## src/hw/rtl/tpld_pkg.sv

```systemverilog
`default_nettype none

package tpld_pkg;

    // Width of the per-word millisecond time base; all elapsed times wrap at this width.
    localparam int TIME_BITS = 32;

    localparam int CFG_BITS       = 16;
    localparam int CFG_INDEX_BITS = 2;
    localparam int LEVEL_BITS     = 3;
    localparam int COUNT_BITS     = 32;
    localparam int NUM_PROBES     = 3;

    localparam logic [CFG_INDEX_BITS-1:0] CFG_SAMPLE_INTERVAL = CFG_INDEX_BITS'(0);
    localparam logic [CFG_INDEX_BITS-1:0] CFG_DEBOUNCE_TIME   = CFG_INDEX_BITS'(1);

    localparam logic [CFG_BITS-1:0] SAMPLE_INTERVAL_RESET = CFG_BITS'(10);
    localparam logic [CFG_BITS-1:0] DEBOUNCE_TIME_RESET   = CFG_BITS'(200);

    localparam logic [LEVEL_BITS-1:0] LVL_NONE  = LEVEL_BITS'(0);
    localparam logic [LEVEL_BITS-1:0] LVL_LOW   = LEVEL_BITS'(1);
    localparam logic [LEVEL_BITS-1:0] LVL_MID   = LEVEL_BITS'(2);
    localparam logic [LEVEL_BITS-1:0] LVL_HIGH  = LEVEL_BITS'(3);
    localparam logic [LEVEL_BITS-1:0] LVL_ERROR = LEVEL_BITS'(4);

    typedef logic [TIME_BITS-1:0] time_val_t;

    typedef struct packed {
        logic low_probe_raw;
        logic mid_probe_raw;
        logic high_probe_raw;
    } probe_word_t;

    typedef struct packed {
        logic [LEVEL_BITS-1:0] level;
        logic [LEVEL_BITS-1:0] previous_level;
        logic                  level_changed;
        logic                  sampled;
        logic                  level_settled;
        logic                  low_probe_stable;
        logic                  mid_probe_stable;
        logic                  high_probe_stable;
        logic [COUNT_BITS-1:0] sample_count;
    } level_word_t;

    // Probe bits are 0 wet, 1 dry; index 0 is the low probe.
    function automatic logic [LEVEL_BITS-1:0] decode_level(input logic [NUM_PROBES-1:0] stable);
        logic [LEVEL_BITS-1:0] lvl;
        unique case (stable)
            3'b000:  lvl = LVL_HIGH;
            3'b100:  lvl = LVL_MID;
            3'b110:  lvl = LVL_LOW;
            3'b111:  lvl = LVL_NONE;
            default: lvl = LVL_ERROR;
        endcase
        return lvl;
    endfunction

endpackage

`default_nettype wire

```

## src/hw/rtl/three_probe_level_debouncer_top.sv

```systemverilog
// Three-probe water level debouncer.
//
// s_ channel: one word per 1 ms tick, carrying the raw low/mid/high probe pins
// (0 wet, 1 dry). m_ channel: exactly one result word per input word, with the
// decoded level, previous level, change/sample/settled flags, the debounced
// probe values and the running sample count.
// Configuration: cfg_wr_en/cfg_index/cfg_wdata write sample_interval (index 0)
// or debounce_time (index 1); other indexes are ignored. Write
// only while no word is in flight.
// Path: an accepted word is held in the input register, then moves on to the
// result register, from which the receiver takes it. Throughput: one word per
// cycle while m_ready is high; the per-word work is a handful of 32-bit
// subtract-and-compare paths between the input and result registers.
// Stall: when m_ready is low the result register holds; one more word can be
// taken into the input register, then s_ready drops until the result moves.
// Reset (aresetn low, synchronous): time base, sample count and level clear,
// probes read dry, registers return to 10 ms sample / 200 ms debounce.
`default_nettype none

module three_probe_level_debouncer_top (
    input  wire                               aclk,
    input  wire                               aresetn,

    input  wire                               s_valid,
    output logic                              s_ready,
    input  wire tpld_pkg::probe_word_t        s_data,

    output logic                              m_valid,
    input  wire                               m_ready,
    output tpld_pkg::level_word_t             m_data,

    input  wire                               cfg_wr_en,
    input  wire [tpld_pkg::CFG_INDEX_BITS-1:0] cfg_index,
    input  wire [tpld_pkg::CFG_BITS-1:0]      cfg_wdata
);
    import tpld_pkg::*;

    // Configuration registers
    logic [CFG_BITS-1:0] sample_interval_reg;
    logic [CFG_BITS-1:0] debounce_time_reg;

    always_ff @(posedge aclk) begin
        if (!aresetn) begin
            sample_interval_reg <= SAMPLE_INTERVAL_RESET;
            debounce_time_reg   <= DEBOUNCE_TIME_RESET;
        end else if (cfg_wr_en) begin
            unique case (cfg_index)
                CFG_SAMPLE_INTERVAL: sample_interval_reg <= cfg_wdata;
                CFG_DEBOUNCE_TIME:   debounce_time_reg   <= cfg_wdata;
                default: ;
            endcase
        end
    end

    // Pipeline control: input register feeding the result register
    logic        in_valid_reg;
    probe_word_t in_data_reg;
    logic        advance;
    logic        fire;

    assign advance = !m_valid || m_ready;
    assign fire    = in_valid_reg && advance;
    assign s_ready = !in_valid_reg || advance;

    always_ff @(posedge aclk) begin
        if (!aresetn) begin
            in_valid_reg <= 1'b0;
        end else if (s_ready) begin
            in_valid_reg <= s_valid;
        end
    end

    always_ff @(posedge aclk) begin
        if (s_valid && s_ready) begin
            in_data_reg <= s_data;
        end
    end

    // Tracking state
    time_val_t                tick_time_reg,        tick_time_next;
    time_val_t                last_sample_reg,      last_sample_next;
    logic [NUM_PROBES-1:0]    cand_reg,             cand_next;
    logic [NUM_PROBES-1:0]    stable_reg,           stable_next;
    time_val_t                cand_start_reg [NUM_PROBES];
    time_val_t                cand_start_next[NUM_PROBES];
    logic [LEVEL_BITS-1:0]    level_reg,            level_next;
    logic [LEVEL_BITS-1:0]    prior_reg,            prior_next;
    time_val_t                change_time_reg,      change_time_next;
    logic [COUNT_BITS-1:0]    samples_reg,          samples_next;

    logic                     sample_now;
    logic                     changed;
    logic                     settled;
    logic [NUM_PROBES-1:0]    raw;
    logic [LEVEL_BITS-1:0]    decoded;
    time_val_t                debounce_ext;

    assign raw          = {in_data_reg.high_probe_raw, in_data_reg.mid_probe_raw,
                           in_data_reg.low_probe_raw};
    assign debounce_ext = TIME_BITS'(debounce_time_reg);

    always_comb begin
        tick_time_next   = tick_time_reg + TIME_BITS'(1);
        last_sample_next = last_sample_reg;
        cand_next        = cand_reg;
        stable_next      = stable_reg;
        for (int p = 0; p < NUM_PROBES; p++) begin
            cand_start_next[p] = cand_start_reg[p];
        end
        level_next       = level_reg;
        prior_next       = prior_reg;
        change_time_next = change_time_reg;
        samples_next     = samples_reg;
        changed          = 1'b0;

        sample_now = (tick_time_next - last_sample_reg) >= TIME_BITS'(sample_interval_reg);

        if (sample_now) begin
            last_sample_next = tick_time_next;
            // Per-probe debounce: a new value must be seen as candidate, then
            // confirmed at a later sample once debounce time has passed.
            for (int p = 0; p < NUM_PROBES; p++) begin
                if (raw[p] != stable_reg[p]) begin
                    if (raw[p] != cand_reg[p]) begin
                        cand_next[p]       = raw[p];
                        cand_start_next[p] = tick_time_next;
                    end else if ((tick_time_next - cand_start_reg[p]) >= debounce_ext) begin
                        stable_next[p] = raw[p];
                    end
                end else begin
                    cand_next[p] = raw[p];
                end
            end
            samples_next = samples_reg + COUNT_BITS'(1);
        end

        decoded = decode_level(stable_next);
        if (sample_now && (decoded != level_reg)) begin
            prior_next       = level_reg;
            level_next       = decoded;
            change_time_next = tick_time_next;
            changed          = 1'b1;
        end

        settled = (tick_time_next - change_time_next) >= debounce_ext;
    end

    always_ff @(posedge aclk) begin
        if (!aresetn) begin
            tick_time_reg   <= '0;
            last_sample_reg <= '0;
            cand_reg        <= '1;
            stable_reg      <= '1;
            for (int p = 0; p < NUM_PROBES; p++) begin
                cand_start_reg[p] <= '0;
            end
            level_reg       <= LVL_NONE;
            prior_reg       <= LVL_NONE;
            change_time_reg <= '0;
            samples_reg     <= '0;
        end else if (fire) begin
            tick_time_reg   <= tick_time_next;
            last_sample_reg <= last_sample_next;
            cand_reg        <= cand_next;
            stable_reg      <= stable_next;
            for (int p = 0; p < NUM_PROBES; p++) begin
                cand_start_reg[p] <= cand_start_next[p];
            end
            level_reg       <= level_next;
            prior_reg       <= prior_next;
            change_time_reg <= change_time_next;
            samples_reg     <= samples_next;
        end
    end

    // Result register
    always_ff @(posedge aclk) begin
        if (!aresetn) begin
            m_valid <= 1'b0;
        end else if (advance) begin
            m_valid <= in_valid_reg;
        end
    end

    always_ff @(posedge aclk) begin
        if (fire) begin
            m_data.level             <= level_next;
            m_data.previous_level    <= prior_next;
            m_data.level_changed     <= changed;
            m_data.sampled           <= sample_now;
            m_data.level_settled     <= settled;
            m_data.low_probe_stable  <= stable_next[0];
            m_data.mid_probe_stable  <= stable_next[1];
            m_data.high_probe_stable <= stable_next[2];
            m_data.sample_count      <= samples_next;
        end
    end

endmodule

`default_nettype wire
```

## config.mk

```make
export PLATFORM = sky130hd
export DESIGN_NAME = three_probe_level_debouncer_top
export DESIGN_NICKNAME = d
export VERILOG_FILES = /design/src/hw/rtl/tpld_pkg.sv /design/src/hw/rtl/three_probe_level_debouncer_top.sv
export SDC_FILE = /design/constraint.sdc
export NUM_CORES = 1
export LEC_CHECK = 0
export BUFFER_PORTS_ARGS = -buffer_cell sky130_fd_sc_hd__buf_4
export CAP_MARGIN = 20
export CORE_UTILIZATION = 45
export CTS_BUF_LIST = sky130_fd_sc_hd__clkbuf_8 sky130_fd_sc_hd__clkbuf_16
export DETAILED_ROUTE_END_ITERATION = 10
export GPL_TIMING_DRIVEN = 0
export SYNTH_ARGS = -nofsm -noshare
export SYNTH_HDL_FRONTEND = slang
export SYNTH_SLANG_ARGS = --single-unit
```

## constraint.sdc

```tcl
create_clock -name aclk -period 16.3 [get_ports aclk]
set_input_delay 3.26 -clock aclk [delete_from_list [all_inputs] [get_ports aclk]]
set_output_delay 3.26 -clock aclk [all_outputs]
set_load 0.02 [all_outputs]
```

==> impl_metrics.tcl <==
set metrics [dict create \
    die_area_um2 55700 \
    vdd_ir_drop_max_mv 0.0696 \
    clk_latency_ns 0.57 \
    top_layer_used "met4" \
    regToRegSetupSlack_ns 1.73 \
    postSynthCellCount 2982 \
    r2r-start "tick_time_reg[0]" \
    max-clock-path-buffers 3 \
    track_usage 0.280 \
    vias 22586 \
    yosys.area.top_type "edfxtp_1" \
    cts_hold_buf 0 \
    status "completed" \
    rsz0062_at_grt "no" \
    grt_max_degree 45 \
    arrival_ns 14.88 \
    hold_start "debounce_time_reg[14]" \
    worstSetupStartpoint "tick_time_reg[0]" \
    grt_pass1_wl_mm 122 \
    hold_viol_final 0 \
    holdCritPathClass "reg -> reg" \
    start_util 0.457 \
    rr_worst_depth 55 \
    yosysTopAreaCellShare 0.174 \
    rows 85 \
    routedWlPerCell_um 20.8 \
    critPathKind "reg -> reg" \
    setup_violations 0 \
    critPathCaptureType "register" \
    design.core.area_um2 53900 \
    drive_above_1_share 0.0758 \
    met2WireLength_mm 36.3 \
    drcViolationCount 0 \
    yosysUniqueCellTypes 96 \
    synth_warnings 0 \
    crit_end "m_data[35]" \
    area_growth_pct 12.7 \
    worst_path_largest_cell_delay_ns 0.73 \
    synth.area.top_cells "edfxtp_1 (17%), dfxtp_1 (14%), ha_1 (12%)" \
    cts.clk_slew.worst_paths_ns 0.06 \
    fin_crit_ns 14.57 \
    ys_seq_area_frac 0.316 \
    cts_buffers 36 \
    cp_num_buf_inv 6 \
    antenna_found_initial 1 \
    totalWireLength_mm 79.7 \
    synth-seq-cells 317 \
    cts_tree "done" \
    slowest_stage "dfxtp_1" \
    critical_path_depth 55 \
    ant_nets 0 \
    fillerInstances 5139 \
    wl_met1_mm 35.2 \
    drtIter0Drc 1632 \
    cp_top_family "compound AO/OA/AOI/OAI gates" \
    post-route-util 0.515 \
    cts-root-buf "clkbuf_16" \
    routabilityCongestion 0.932 \
    fp.dieH_um 236 \
    grt-ovfl-total 0 \
    final_cell_mix "nand2_1 (320), a21oi_1 (274), nor2_1 (273)" \
    nets 3381 \
    largest_reg_flops 96 \
    grt_pass1_vias 21482 \
    worstPathMaxFanout 12 \
    wl_met3_mm 3.78 \
    start_kind "register" \
    cts-resized-gates 0 \
    die_w_um 236 \
    cap_violations 0 \
    firstDrtPassIters 5 \
    setup_tns_ns 0 \
    drv_slew 0 \
    synth_nets 3250 \
    clock_skew_ns 0.0299 \
    synth_edf_count 143 \
    netlist_area_um2 24600 \
    cts.htree.levels 2 \
    cts.sinks 317 \
    reg2reg_to "m_data[35]" \
    numPortBuffers 71 \
    async_flop_share 0 \
    hpwl_mm 62.8 \
    ys.flop_type "dfxtp_1" \
    cp_data_required_time_ns 16.60 \
    tightest_slew_ns 1.24 \
    relSlewSlack 0.152 \
    power.leakage_uw 0.0118 \
    cts_setup_buffers 0 \
    layout_commonest_cell "nand2_1" \
    syn_avg_cell_area_um2 8.26 \
    finalCritPeriodShare 0.894 \
    p_per_area_nw_per_um2 77.4 \
    max_freq_mhz 68.6 \
    ioPinCount 72 \
    viasPerCell 5.88 \
]
cell families after synthesis:
kind of cell | after synthesis | share of synthesized area
buf+inv | 325 | 0.0523
mux | 77 | 0.0316
simple gates | 1054 | 0.208
xor+xnor | 186 | 0.0675
compound gates | 781 | 0.200
fa+ha+maj | 242 | 0.124
flops | 317 | 0.316
through the flow:
step / setup slack [ns] / power (uW) / std cells / hold slack (ns) / cell area (um2)
2_1_floorplan: 5.80 / 1190 / 2982 / 0.434 / 24600
3_3_place_gp: 1.24 / 1300 / 3749 / 0.442 / 26000
3_5_place_dp: 2.03 / 1300 / 3771 / 0.448 / 26500
4_1_cts: 1.95 / 2160 / 3837 / 0.456 / 27800
5_1_grt: 0.628 / 2240 / 3837 / 0.473 / 27800
6_report: 1.73 / 2150 / 3838 / 0.457 / 27800
metal layers:
layer | global-route usage | vias to the layer above
met4 | 0.149 | 0
met2 | 0.458 | 639
met3 | 0.0322 | 166
li1 | - | 11003
met1 | 0.364 | 10778
met5 | 0 | -
final cells by class:
| cell class | instances | area, um2 | area share |
|---|---|---|---|
| multi-input cells | 2340 | 15700 | 0.567 |
| clock inverters | 29 | 314 | 0.0113 |
| repair buffers | 93 | 838 | 0.0302 |
| flip-flops and latches | 317 | 7780 | 0.280 |
| inverters | 212 | 796 | 0.0287 |
| clock buffers | 37 | 915 | 0.0330 |
| diodes | 1 | 2.50 | 0.0000902 |
| plain buffers | 113 | 494 | 0.0178 |
| well taps | 696 | 871 | 0.0314 |
worst min-delay path: stages (launching register included):
cell	delay [ns]
dfxtp_1	0.31
nand2_1	0.05
a21oi_1	0.05
power by group:
part	total (uW)	switching (uW)	internal [uW]
Sequential	869	12.3	857
Clock	854	347	506
Combinational	424	258	167
Total	2150	617	1530
worst min-delay path by stage:
stage	end	slack, ns	cells past startpoint
floorplan	prior_reg[2]	0.43	2
global placement	prior_reg[2]	0.44	2
detailed placement	debounce_time_reg[5]	0.45	2
CTS	debounce_time_reg[5]	0.46	2
global route	debounce_time_reg[5]	0.47	2
finish	debounce_time_reg[14]	0.46	2
Yosys cell counts, drive strengths merged, types with 8 or more instances:
library cell	n
a2111oi	13
a211oi	46
a21boi	8
a21o	55
a21oi	274
a221oi	9
a311oi	8
a31oi	17
and2	31
and3	40
and4	12
buf	25
clkbuf	88
dfxtp	174
edfxtp	143
ha	237
inv	212
mux2i	70
nand2	321
nand2b	39
nand3	79
nand3b	13
nand4	53
nor2	273
nor2b	50
nor3	38
nor3b	11
nor4	21
o2111ai	19
o211a	9
o211ai	39
o21a	37
o21ai	169
o21bai	10
o31ai	11
or2	14
or3	41
xnor2	96
xor2	89
No activity file was read; power rests on OpenSTA's default activity.
